`src/hdl/assert_macros.svh`:
```
// Assertion macros shared by the RTL files.
// Define ASSERT_OFF to compile every assertion away.
`ifndef ASSERT_MACROS_SVH
`define ASSERT_MACROS_SVH

`ifndef ASSERT_OFF

// A property checked at every rising clock edge outside reset.
`define ASSERT_CLK_RST(label, clk, rst_n, prop, msg) \
    label: assert property (@(posedge clk) disable iff (!rst_n) (prop)) else $error(msg);

// An implication whose consequent is checked in the cycle after the antecedent.
`define ASSERT_NEXT(label, clk, rst_n, ante, cons, msg) \
    label: assert property (@(posedge clk) disable iff (!rst_n) (ante) |=> (cons)) \
        else $error(msg);

`else

`define ASSERT_CLK_RST(label, clk, rst_n, prop, msg)
`define ASSERT_NEXT(label, clk, rst_n, ante, cons, msg)

`endif

`endif

```
`src/hdl/fpw_pkg.sv`:
```
package fpw_pkg;

    localparam int FPW_POS_W    = 16;
    localparam int FPW_LEVEL_W  = 8;
    localparam int FPW_STRIDE_W = 20;
    localparam int FPW_PB_W     = 4;
    localparam int FPW_WORD_W   = 32;
    localparam int FPW_INDEX_W  = 4;
    localparam int FPW_QDEPTH   = 4;
    localparam int FPW_QCNT_W   = $clog2(FPW_QDEPTH + 1);

    typedef enum logic [1:0] {
        ST_OK       = 2'd0,
        ST_NO_FRAME = 2'd1,
        ST_BOUNDS   = 2'd2,
        ST_FORMAT   = 2'd3
    } fpw_status_t;

    typedef enum logic [1:0] {
        FMT_BGR  = 2'd0,
        FMT_RGB  = 2'd1,
        FMT_MASK = 2'd2,
        FMT_NONE = 2'd3
    } fpw_format_t;

    localparam logic [FPW_INDEX_W-1:0] REG_FRAME_PRESENT = 4'd0;
    localparam logic [FPW_INDEX_W-1:0] REG_LINE_STRIDE   = 4'd1;
    localparam logic [FPW_INDEX_W-1:0] REG_PIXEL_BYTES   = 4'd2;
    localparam logic [FPW_INDEX_W-1:0] REG_BUFFER_SIZE   = 4'd3;
    localparam logic [FPW_INDEX_W-1:0] REG_FORMAT_MODE   = 4'd4;
    localparam logic [FPW_INDEX_W-1:0] REG_RED_MASK      = 4'd5;
    localparam logic [FPW_INDEX_W-1:0] REG_GREEN_MASK    = 4'd6;
    localparam logic [FPW_INDEX_W-1:0] REG_BLUE_MASK     = 4'd7;

    typedef struct packed {
        logic                    frame_present;
        logic [FPW_STRIDE_W-1:0] line_stride_bytes;
        logic [FPW_PB_W-1:0]     pixel_bytes;
        logic [FPW_WORD_W-1:0]   buffer_size_bytes;
        fpw_format_t             format_mode;
        logic [FPW_WORD_W-1:0]   red_bit_mask;
        logic [FPW_WORD_W-1:0]   green_bit_mask;
        logic [FPW_WORD_W-1:0]   blue_bit_mask;
    } fpw_cfg_t;

    localparam fpw_cfg_t FPW_CFG_RST = '{
        frame_present:     1'b0,
        line_stride_bytes: '0,
        pixel_bytes:       4'd4,
        buffer_size_bytes: '0,
        format_mode:       FMT_BGR,
        red_bit_mask:      '0,
        green_bit_mask:    '0,
        blue_bit_mask:     '0
    };

    typedef struct packed {
        logic [FPW_WORD_W-1:0]  offset;
        fpw_status_t            status;
        logic [FPW_LEVEL_W-1:0] red;
        logic [FPW_LEVEL_W-1:0] green;
        logic [FPW_LEVEL_W-1:0] blue;
    } fpw_req_t;

endpackage

```
`src/hdl/fpw_queue.sv`:
```
`include "assert_macros.svh"

module fpw_queue
    import fpw_pkg::*;
(
    input  logic                  clk,
    input  logic                  rst_n,
    input  logic                  push,
    input  fpw_req_t              wdata,
    input  logic                  pop,
    output fpw_req_t              rdata,
    output logic                  not_empty,
    output logic [FPW_QCNT_W-1:0] count
);

    localparam int PTR_W = $clog2(FPW_QDEPTH);

    fpw_req_t             mem_reg [FPW_QDEPTH];
    logic [PTR_W-1:0]     wr_ptr_reg;
    logic [PTR_W-1:0]     wr_ptr_next;
    logic [PTR_W-1:0]     rd_ptr_reg;
    logic [PTR_W-1:0]     rd_ptr_next;
    logic [FPW_QCNT_W-1:0] count_reg;
    logic [FPW_QCNT_W-1:0] count_next;

    always_comb
    begin
        wr_ptr_next = wr_ptr_reg;
        rd_ptr_next = rd_ptr_reg;
        count_next  = count_reg;
        if (push)
        begin
            wr_ptr_next = (wr_ptr_reg == PTR_W'(FPW_QDEPTH - 1)) ? '0 : wr_ptr_reg + 1'b1;
        end
        if (pop)
        begin
            rd_ptr_next = (rd_ptr_reg == PTR_W'(FPW_QDEPTH - 1)) ? '0 : rd_ptr_reg + 1'b1;
        end
        if (push && !pop)
        begin
            count_next = count_reg + 1'b1;
        end
        else if (pop && !push)
        begin
            count_next = count_reg - 1'b1;
        end
    end

    always_ff @(posedge clk or negedge rst_n)
    begin
        if (!rst_n)
        begin
            wr_ptr_reg <= '0;
            rd_ptr_reg <= '0;
            count_reg  <= '0;
        end
        else
        begin
            wr_ptr_reg <= wr_ptr_next;
            rd_ptr_reg <= rd_ptr_next;
            count_reg  <= count_next;
        end
    end

    always_ff @(posedge clk)
    begin
        if (push)
        begin
            mem_reg[wr_ptr_reg] <= wdata;
        end
    end

    assign rdata     = mem_reg[rd_ptr_reg];
    assign count     = count_reg;
    assign not_empty = (count_reg != '0);

    `ASSERT_CLK_RST(a_no_overflow, clk, rst_n,
        !(push && !pop && (count_reg == FPW_QCNT_W'(FPW_QDEPTH))),
        "Queue written while full.")
    `ASSERT_CLK_RST(a_no_underflow, clk, rst_n, !(pop && (count_reg == '0)),
        "Queue read while empty.")
    `ASSERT_CLK_RST(a_ptr_match, clk, rst_n,
        ((count_reg == '0) || (count_reg == FPW_QCNT_W'(FPW_QDEPTH))) |->
            (wr_ptr_reg == rd_ptr_reg),
        "Queue pointers disagree with the fill count.")

endmodule

```
`src/hdl/fpw_front.sv`:
```
module fpw_front
    import fpw_pkg::*;
#(
    parameter int COORD_BITS = 16
)
(
    input  logic                   clk,
    input  logic                   rst_n,
    input  fpw_cfg_t               cfg,
    input  logic                   push,
    output logic                   full,
    input  logic [FPW_POS_W-1:0]   pos_x,
    input  logic [FPW_POS_W-1:0]   pos_y,
    input  logic [FPW_LEVEL_W-1:0] red_level,
    input  logic [FPW_LEVEL_W-1:0] green_level,
    input  logic [FPW_LEVEL_W-1:0] blue_level,
    input  logic [FPW_QCNT_W-1:0]  q_count,
    output logic                   q_push,
    output fpw_req_t               q_data
);

    localparam int CW    = (COORD_BITS < FPW_POS_W) ? COORD_BITS : FPW_POS_W;
    localparam int PY_W  = CW + FPW_STRIDE_W;
    localparam int PX_W  = CW + FPW_PB_W;
    localparam int OFF_W = CW + FPW_STRIDE_W + 6;
    localparam int OCC_W = FPW_QCNT_W + 1;

    logic                   accept;
    logic                   s1_valid_reg;
    logic                   s1_valid_next;
    logic [PY_W-1:0]        prod_y_reg;
    logic [PY_W-1:0]        prod_y_next;
    logic [PX_W-1:0]        prod_x_reg;
    logic [PX_W-1:0]        prod_x_next;
    logic [FPW_LEVEL_W-1:0] red_reg;
    logic [FPW_LEVEL_W-1:0] green_reg;
    logic [FPW_LEVEL_W-1:0] blue_reg;
    logic [OFF_W-1:0]       offset_full;
    logic [OFF_W-1:0]       end_full;
    fpw_status_t            status;

    // Items already in the multiply stage hold a queue slot in advance.
    assign full   = (OCC_W'(q_count) + OCC_W'(s1_valid_reg)) >= OCC_W'(FPW_QDEPTH);
    assign accept = push && !full;

    assign s1_valid_next = accept;
    assign prod_y_next   = PY_W'(pos_y[CW-1:0]) * PY_W'(cfg.line_stride_bytes);
    assign prod_x_next   = PX_W'(pos_x[CW-1:0]) * PX_W'(cfg.pixel_bytes);

    always_ff @(posedge clk or negedge rst_n)
    begin
        if (!rst_n)
        begin
            s1_valid_reg <= 1'b0;
        end
        else
        begin
            s1_valid_reg <= s1_valid_next;
        end
    end

    always_ff @(posedge clk)
    begin
        if (accept)
        begin
            prod_y_reg <= prod_y_next;
            prod_x_reg <= prod_x_next;
            red_reg    <= red_level;
            green_reg  <= green_level;
            blue_reg   <= blue_level;
        end
    end

    assign offset_full = OFF_W'(prod_y_reg) + OFF_W'(prod_x_reg);
    assign end_full    = offset_full + OFF_W'(cfg.pixel_bytes);

    always_comb
    begin
        if (!cfg.frame_present)
        begin
            status = ST_NO_FRAME;
        end
        else if (end_full > OFF_W'(cfg.buffer_size_bytes))
        begin
            status = ST_BOUNDS;
        end
        else if (cfg.format_mode == FMT_NONE)
        begin
            status = ST_FORMAT;
        end
        else
        begin
            status = ST_OK;
        end
    end

    always_comb
    begin
        q_data.offset = (status == ST_OK) ? offset_full[FPW_WORD_W-1:0] : '0;
        q_data.status = status;
        q_data.red    = red_reg;
        q_data.green  = green_reg;
        q_data.blue   = blue_reg;
    end

    assign q_push = s1_valid_reg;

endmodule

```
`src/hdl/fpw_back.sv`:
```
`include "assert_macros.svh"

module fpw_back
    import fpw_pkg::*;
(
    input  logic                  clk,
    input  logic                  rst_n,
    input  fpw_cfg_t              cfg,
    input  logic                  q_valid,
    input  fpw_req_t              q_data,
    output logic                  q_pop,
    output logic                  empty,
    input  logic                  pop,
    output logic [FPW_WORD_W-1:0] byte_offset,
    output logic [FPW_WORD_W-1:0] pixel_word,
    output logic [FPW_WORD_W-1:0] write_bits,
    output logic [1:0]            status
);

    typedef logic [FPW_WORD_W-1:0][3:0] fpw_rank_t;

    // Rank of each mask bit among the set bits below it, saturated at eight.
    function automatic logic [3:0] rank_of(input logic [FPW_WORD_W-1:0] mask, input int pos);
        logic [FPW_WORD_W-1:0] below;
        int                    cnt;
        below = mask & ((FPW_WORD_W'(1) << pos) - FPW_WORD_W'(1));
        cnt   = $countones(below);
        return (cnt > FPW_LEVEL_W) ? 4'd8 : 4'(cnt);
    endfunction

    function automatic logic [FPW_WORD_W-1:0] deposit(input logic [FPW_LEVEL_W-1:0] level,
                                                      input logic [FPW_WORD_W-1:0] mask,
                                                      input fpw_rank_t rank);
        logic [FPW_WORD_W-1:0] word;
        word = '0;
        for (int i = 0; i < FPW_WORD_W; i++)
        begin
            word[i] = mask[i] & ~rank[i][3] & level[rank[i][2:0]];
        end
        return word;
    endfunction

    fpw_rank_t             rank_r_reg;
    fpw_rank_t             rank_r_next;
    fpw_rank_t             rank_g_reg;
    fpw_rank_t             rank_g_next;
    fpw_rank_t             rank_b_reg;
    fpw_rank_t             rank_b_next;
    logic                  out_valid_reg;
    logic                  out_valid_next;
    logic [FPW_WORD_W-1:0] offset_reg;
    logic [FPW_WORD_W-1:0] word_reg;
    logic [FPW_WORD_W-1:0] word_next;
    logic [FPW_WORD_W-1:0] bits_reg;
    logic [FPW_WORD_W-1:0] bits_next;
    fpw_status_t           status_reg;
    logic [FPW_WORD_W-1:0] dep_r;
    logic [FPW_WORD_W-1:0] dep_g;
    logic [FPW_WORD_W-1:0] dep_b;
    logic                  load;

    // The rank tables are registered from the masks; a transaction passes the
    // multiply stage and the queue before it reaches this stage.
    always_comb
    begin
        for (int i = 0; i < FPW_WORD_W; i++)
        begin
            rank_r_next[i] = rank_of(cfg.red_bit_mask, i);
            rank_g_next[i] = rank_of(cfg.green_bit_mask, i);
            rank_b_next[i] = rank_of(cfg.blue_bit_mask, i);
        end
    end

    always_ff @(posedge clk)
    begin
        rank_r_reg <= rank_r_next;
        rank_g_reg <= rank_g_next;
        rank_b_reg <= rank_b_next;
    end

    assign dep_r = deposit(q_data.red, cfg.red_bit_mask, rank_r_reg);
    assign dep_g = deposit(q_data.green, cfg.green_bit_mask, rank_g_reg);
    assign dep_b = deposit(q_data.blue, cfg.blue_bit_mask, rank_b_reg);

    always_comb
    begin
        word_next = '0;
        bits_next = '0;
        if (q_data.status == ST_OK)
        begin
            unique case (cfg.format_mode)
                FMT_BGR:
                begin
                    word_next = {8'h00, q_data.red, q_data.green, q_data.blue};
                    bits_next = '1;
                end
                FMT_RGB:
                begin
                    word_next = {8'h00, q_data.blue, q_data.green, q_data.red};
                    bits_next = '1;
                end
                FMT_MASK:
                begin
                    word_next = (((dep_r & ~cfg.green_bit_mask) | dep_g) & ~cfg.blue_bit_mask)
                                | dep_b;
                    bits_next = cfg.red_bit_mask | cfg.green_bit_mask | cfg.blue_bit_mask;
                end
                default:
                begin
                    word_next = '0;
                    bits_next = '0;
                end
            endcase
        end
    end

    assign load           = q_valid && (!out_valid_reg || pop);
    assign q_pop          = load;
    assign out_valid_next = load || (out_valid_reg && !pop);

    always_ff @(posedge clk or negedge rst_n)
    begin
        if (!rst_n)
        begin
            out_valid_reg <= 1'b0;
        end
        else
        begin
            out_valid_reg <= out_valid_next;
        end
    end

    always_ff @(posedge clk)
    begin
        if (load)
        begin
            offset_reg <= q_data.offset;
            word_reg   <= word_next;
            bits_reg   <= bits_next;
            status_reg <= q_data.status;
        end
    end

    assign empty       = !out_valid_reg;
    assign byte_offset = offset_reg;
    assign pixel_word  = word_reg;
    assign write_bits  = bits_reg;
    assign status      = status_reg;

    `ASSERT_CLK_RST(a_pop_has_data, clk, rst_n, q_pop |-> q_valid,
        "Queue read without a waiting transaction.")
    `ASSERT_CLK_RST(a_reject_word, clk, rst_n,
        (out_valid_reg && (status_reg != ST_OK)) |-> ((word_reg == '0) && (bits_reg == '0)),
        "Rejected transaction carries pixel data.")
    `ASSERT_CLK_RST(a_reject_offset, clk, rst_n,
        (out_valid_reg && (status_reg != ST_OK)) |-> (offset_reg == '0),
        "Rejected transaction carries an offset.")
    `ASSERT_NEXT(a_load_valid, clk, rst_n, load, out_valid_reg,
        "Loaded result not shown.")

endmodule

```
`src/hdl/framebuffer_pixel_write_formatter_core.sv`:
```
// Framebuffer pixel write formatter.
// Input side is a queue: a transaction is taken at a rising edge with push high
// and full low; it carries pos_x, pos_y and the red, green and blue levels.
// Result side is a queue: while empty is low the oldest result is on byte_offset,
// pixel_word, write_bits and status, and pop at a rising edge takes it.
// Registers are written through cfg_valid, cfg_index and cfg_data; cfg_ready is
// always high. The user must make writes only while no transaction is in flight;
// the block itself does not enforce this. A transaction passes the multiply
// stage, is classified into a four-entry queue, then is formatted into the
// output register. One transaction per cycle is sustained while pop is held high;
// the rate is set by the single multiply stage and the output register, each
// taking one transaction per cycle.
// When pop stays low the output register holds its result, the queue fills,
// and full rises once the queue and the multiply stage hold four transactions.
// Reset empties the pipeline and loads the register defaults: no frame,
// four bytes per pixel, BGR format, all sizes and masks zero.
module framebuffer_pixel_write_formatter_core
    import fpw_pkg::*;
#(
    parameter int COORD_BITS = 16
)
(
    input  logic                   clk,
    input  logic                   rst_n,
    input  logic                   push,
    output logic                   full,
    input  logic [FPW_POS_W-1:0]   pos_x,
    input  logic [FPW_POS_W-1:0]   pos_y,
    input  logic [FPW_LEVEL_W-1:0] red_level,
    input  logic [FPW_LEVEL_W-1:0] green_level,
    input  logic [FPW_LEVEL_W-1:0] blue_level,
    output logic                   empty,
    input  logic                   pop,
    output logic [FPW_WORD_W-1:0]  byte_offset,
    output logic [FPW_WORD_W-1:0]  pixel_word,
    output logic [FPW_WORD_W-1:0]  write_bits,
    output logic [1:0]             status,
    input  logic                   cfg_valid,
    output logic                   cfg_ready,
    input  logic [FPW_INDEX_W-1:0] cfg_index,
    input  logic [FPW_WORD_W-1:0]  cfg_data
);

    fpw_cfg_t              cfg_reg;
    fpw_cfg_t              cfg_next;
    logic                  q_push;
    logic                  q_pop;
    logic                  q_valid;
    fpw_req_t              q_wdata;
    fpw_req_t              q_rdata;
    logic [FPW_QCNT_W-1:0] q_count;

    assign cfg_ready = 1'b1;

    always_comb
    begin
        cfg_next = cfg_reg;
        if (cfg_valid && cfg_ready)
        begin
            case (cfg_index)
                REG_FRAME_PRESENT: cfg_next.frame_present     = cfg_data[0];
                REG_LINE_STRIDE:   cfg_next.line_stride_bytes = cfg_data[FPW_STRIDE_W-1:0];
                REG_PIXEL_BYTES:   cfg_next.pixel_bytes       = cfg_data[FPW_PB_W-1:0];
                REG_BUFFER_SIZE:   cfg_next.buffer_size_bytes = cfg_data;
                REG_FORMAT_MODE:   cfg_next.format_mode       = fpw_format_t'(cfg_data[1:0]);
                REG_RED_MASK:      cfg_next.red_bit_mask      = cfg_data;
                REG_GREEN_MASK:    cfg_next.green_bit_mask    = cfg_data;
                REG_BLUE_MASK:     cfg_next.blue_bit_mask     = cfg_data;
                default:           cfg_next = cfg_reg;
            endcase
        end
    end

    always_ff @(posedge clk or negedge rst_n)
    begin
        if (!rst_n)
        begin
            cfg_reg <= FPW_CFG_RST;
        end
        else
        begin
            cfg_reg <= cfg_next;
        end
    end

    fpw_front #(
        .COORD_BITS (COORD_BITS)
    ) u_front (
        .clk         (clk),
        .rst_n       (rst_n),
        .cfg         (cfg_reg),
        .push        (push),
        .full        (full),
        .pos_x       (pos_x),
        .pos_y       (pos_y),
        .red_level   (red_level),
        .green_level (green_level),
        .blue_level  (blue_level),
        .q_count     (q_count),
        .q_push      (q_push),
        .q_data      (q_wdata)
    );

    fpw_queue u_queue (
        .clk       (clk),
        .rst_n     (rst_n),
        .push      (q_push),
        .wdata     (q_wdata),
        .pop       (q_pop),
        .rdata     (q_rdata),
        .not_empty (q_valid),
        .count     (q_count)
    );

    fpw_back u_back (
        .clk         (clk),
        .rst_n       (rst_n),
        .cfg         (cfg_reg),
        .q_valid     (q_valid),
        .q_data      (q_rdata),
        .q_pop       (q_pop),
        .empty       (empty),
        .pop         (pop),
        .byte_offset (byte_offset),
        .pixel_word  (pixel_word),
        .write_bits  (write_bits),
        .status      (status)
    );

endmodule
```
`config.mk`:
```
export PLATFORM = sky130hd
export DESIGN_NAME = framebuffer_pixel_write_formatter_core
export DESIGN_NICKNAME = d
export VERILOG_FILES = /design/src/hdl/fpw_pkg.sv /design/src/hdl/fpw_queue.sv /design/src/hdl/fpw_front.sv /design/src/hdl/fpw_back.sv /design/src/hdl/framebuffer_pixel_write_formatter_core.sv
export VERILOG_INCLUDE_DIRS = /design/src /design/src/hdl
export SDC_FILE = /design/constraint.sdc
export NUM_CORES = 2
export LEC_CHECK = 0
export BUFFER_PORTS_ARGS = -buffer_cell sky130_fd_sc_hd__buf_2
export CORE_ASPECT_RATIO = 0.8
export CORE_MARGIN = 2
export CORE_UTILIZATION = 50
export DETAILED_ROUTE_END_ITERATION = 8
export PLACE_DENSITY = 0.67
export RECOVER_POWER = 25
export SLEW_MARGIN = 20
export SYNTH_ARGS = -nofsm -noshare
export SYNTH_HDL_FRONTEND = slang
export SYNTH_SLANG_ARGS = --single-unit
export TNS_END_PERCENT = 5
```
`constraint.sdc`:
```
create_clock -name clk -period 13.05 [get_ports clk]
set_input_delay 1.9575 -clock clk [delete_from_list [all_inputs] [get_ports clk]]
set_output_delay 1.9575 -clock clk [all_outputs]
set_load 0.02 [all_outputs]
```
==> qor_table.md <==
| Result | Value | Unit |
|:---|:---|:---|
| Delay-heaviest family, CP | adder cells | - |
| Max-slew headroom | -158 | % |
| Number of pins exceeding their max-slew limit in the final report | 297 | - |
| Worst path cell trace | ha_1, ha_1, fa_1, inv_1, fa_1, inv_1, ha_1, fa_1, inv_1, fa_1, inv_1, fa_1, xnor2_1, inv_1, ha_1, ha_1, ha_1, inv_1, or4b_2, a2111oi_0, nor2b_1, and2_1 | - |
| Count leader, synth | inv_1 | - |
| Net total in the final layout | 6,552 | - |
| Share of flip-flops with an asynchronous set or reset after synthesis | 17.7 | % |
| Number of vias after detailed routing | 42,300 | - |
| Synthesized-area fraction occupied by and/or/nand/nor cells | 11.4 | % |
| CP max stage delay | 0.73 | ns |
| Clock transition time at the flip-flop clock pins of the worst setup and hold paths | 0.06 | ns |
| Cell types with the highest counts after synthesis | 705 x inv_1, 491 x nand2_1, 466 x fa_1, 415 x ha_1, 410 x edfxtp_1 | - |
| Crit Path Category | register to register | - |
| Total wire length after detailed routing | 169,000 | um |
| Overflow left after global routing | 0 | - |
| Cts hold-fix bufs | 0 | - |
| Min Clock Period, post-route | 8.75 | ns |
| CTS tree | built | - |
| Parity-gate share of the synthesized area counting xor and xnor cells | 2.62 | % |
| Proportion of layout cells with a drive suffix above 1 | 13.4 | % |
| Maximum root-to-sink buffer count | 3 | - |
| Core area | 123,000 | um2 |
| Area fraction of the dominant cell type after synthesis | 19.9 | % |
| Antenna viol nets, final | 0 | - |
| Number of remaining DRC errors | 0 | - |
| Cell types with the largest area share after synthesis | edfxtp_1 20%, fa_1 15%, dfxtp_1 11% | - |
| Number of max-cap violations | 6 | - |
| Standard cell area after detailed placement | 64,400 | um2 |
| CTS Buf Count | 95 | - |
| Routed length per instance | 23.1 | um |
| Number of inserted filler cells in the final layout | 10,500 | - |
| Setup TNS | 0 | ns |
| Flip-flop count of the largest register after layout | 232 | - |
| Mux cell area share after synthesis | 12.3 | % |
| Weighted congestion at the end of routability-driven global placement | 0.954 | - |
| Die outline height | 319 | um |
| Pin slew with the least headroom to its limit | 3.88 | ns |
| Post-synthesis compound-gate area fraction | 6.69 | % |
| Drt first-iter violations | 4,182 | - |
| Maximum number of pins on one net before global-route repair | 65 | - |
| Top-level I/O count | 198 | - |
| Number of flops mapped to enable cells by yosys | 410 | - |
| Unrepaired setup endpoints after global routing | false | - |
| Final hold viol count | 0 | - |
| Cell area after technology mapping | 62,000 | um2 |
| Antenna violations before repair | 16 | - |
| Startpoint kind of the worst setup timing path | register | - |
| Clk sinks | 925 | - |
| Critical Path Sink Type | register | - |
| Syn-to-layout area delta | 9.43 | % |
| Die Wd | 398 | um |
| Net count after synthesis | 6,448 | - |
| Total routing resource utilization after global routing | 26.8 | % |
| Endpoints failing setup | 0 | - |
| Violations in the final reports | max-capacitance violations, max-slew violations | - |
| Via count of the first global-routing pass | 41,900 | - |
| Final non-filler cell area | 67,800 | um2 |
| Post-synthesis sequential element count | 925 | - |
| Main combinational cell family by area after synthesis | adder cells | - |
| Final period util | 67.1 | % |
| Die area | 127,000 | um2 |
| Number of placement rows | 115 | - |
| Sequential fraction of the synthesis area | 37.8 | % |
| Adder-cell share of the synthesized area | 23.4 | % |
| Required arrival time at the worst endpoint | 13.68 | ns |
| Vias per inst | 5.79 | - |
| Wire length of the first global-routing pass | 258,000 | um |
| Largest area contributor in the netlist | edfxtp_1 | - |
| Slowest-stage cell, CP | fa_1 | - |
| Netlist cell types | 99 | - |
| Number of levels the H-tree was split into | 3 | - |
| Hold Path Class | register to register | - |
| Yosys warning total | 0 | - |
| Dpl hpwl | 122,000 | um |
| Buf/Inv on CP | 6 | - |
| Largest fanout of any net on the critical path | 9 | - |
| Cells after synthesis | 5,470 | - |
| Effective utilization at floorplan | 50.4 | % |
| Skew-Pair Late Insertion Delay | 0.69 | ns |
| Status | finished, violations left | - |
| Max frequency | 114 | MHz |
| First drt pass iteration count | 8 | - |
| Mean instance size in the synthesized netlist | 11.3 | um2 |
| Worst clock skew | 0.0354 | ns |
| Count of buffers added by post-CTS timing repair for setup | 0 | - |
| Number of buffers inserted by port buffering | 196 | - |
| Post-cts sizing count | 0 | - |
| Flip-flop cell with the highest count after synthesis | edfxtp_1 | - |
| Critical path arrival | 9.38 | ns |
| Clk Tree Root Cell | clkbuf_16 | - |
cell families after synthesis:
group / count (synthesis)
buffers and inverters: 931
flip-flops: 925
other: 1
AO/OA/AOI/OAI: 639
adder cells (fa/ha/maj): 881
AND/OR/NAND/NOR: 1457
multiplexers: 453
XOR/XNOR: 183
cells in the final DEF, fill, tap and decap left out, types with 66 or more instances in the layout:
cell | netlist | final
a21o_1 | 77 | 77
a21oi_1 | 155 | 154
and2_1 | 228 | 224
buf_2 | 8 | 181
clkbuf_16 | 0 | 100
dfrtp_1 | 163 | 161
dfxtp_1 | 351 | 351
edfxtp_1 | 410 | 410
fa_1 | 466 | 466
ha_1 | 415 | 415
inv_1 | 705 | 705
mux2_2 | 96 | 96
mux2i_1 | 121 | 121
mux4_2 | 235 | 235
nand2_1 | 491 | 491
nor2_1 | 362 | 359
nor2b_1 | 71 | 70
o21ai_0 | 183 | 183
xnor2_1 | 114 | 114
xor2_1 | 66 | 66
metal layers:
metal	vias up	GRT usage, %	wire length [um]
li1	18900	-	-
met1	21300	41.9	79000
met2	1810	37.3	69200
met3	246	5.23	15500
met4	2	8.25	5040
met5	-	0	13
worst paths after layout:
check | startpoint | endpoint | slack [ns] | cells past startpoint
worst max-delay path | cfg_reg[64] | u_back.rank_r_reg[125] | 4.30 | 22
max in group asynchronous | rst_n | cfg_reg[58] | 7.74 | 3
worst max register to register | cfg_reg[64] | u_back.rank_r_reg[125] | 4.30 | 22
worst min register to register | u_queue.count[2] | u_queue.count[2] | 0.50 | 1
min in group asynchronous | rst_n | u_queue.count[0] | 2.34 | 1
worst min-delay path | u_queue.count[2] | u_queue.count[2] | 0.50 | 1
layout make-up:
class                           instances  area [um2]  share of cell area (%)
Clock inverter                         46         624                   0.921
Multi-Input combinational cell       3614       35000                    51.7
Timing Repair Buffer                  230        1200                    1.77
Inverter                              708        2660                    3.92
Antenna cell                            9        22.5                  0.0332
Sequential cell                       925       23400                    34.6
Clock buffer                          133        2760                    4.07
Tap cell                             1638        2050                    3.02
stage by stage:
step,setup WS [ns],std cells,util [%],hold slack [ns]
floorplan,4.74,5470,-,0.459
global placement,4.62,7115,52.4,0.483
detailed placement,4.36,7115,52.4,0.489
CTS,4.30,7294,55.2,0.498
global route,3.76,7297,55.2,0.526
finish,4.30,7303,55.2,0.497
Power is left out: the tool's default activity adds up to more than one toggle a clock period on the data nets, which glitch-free logic cannot reach.
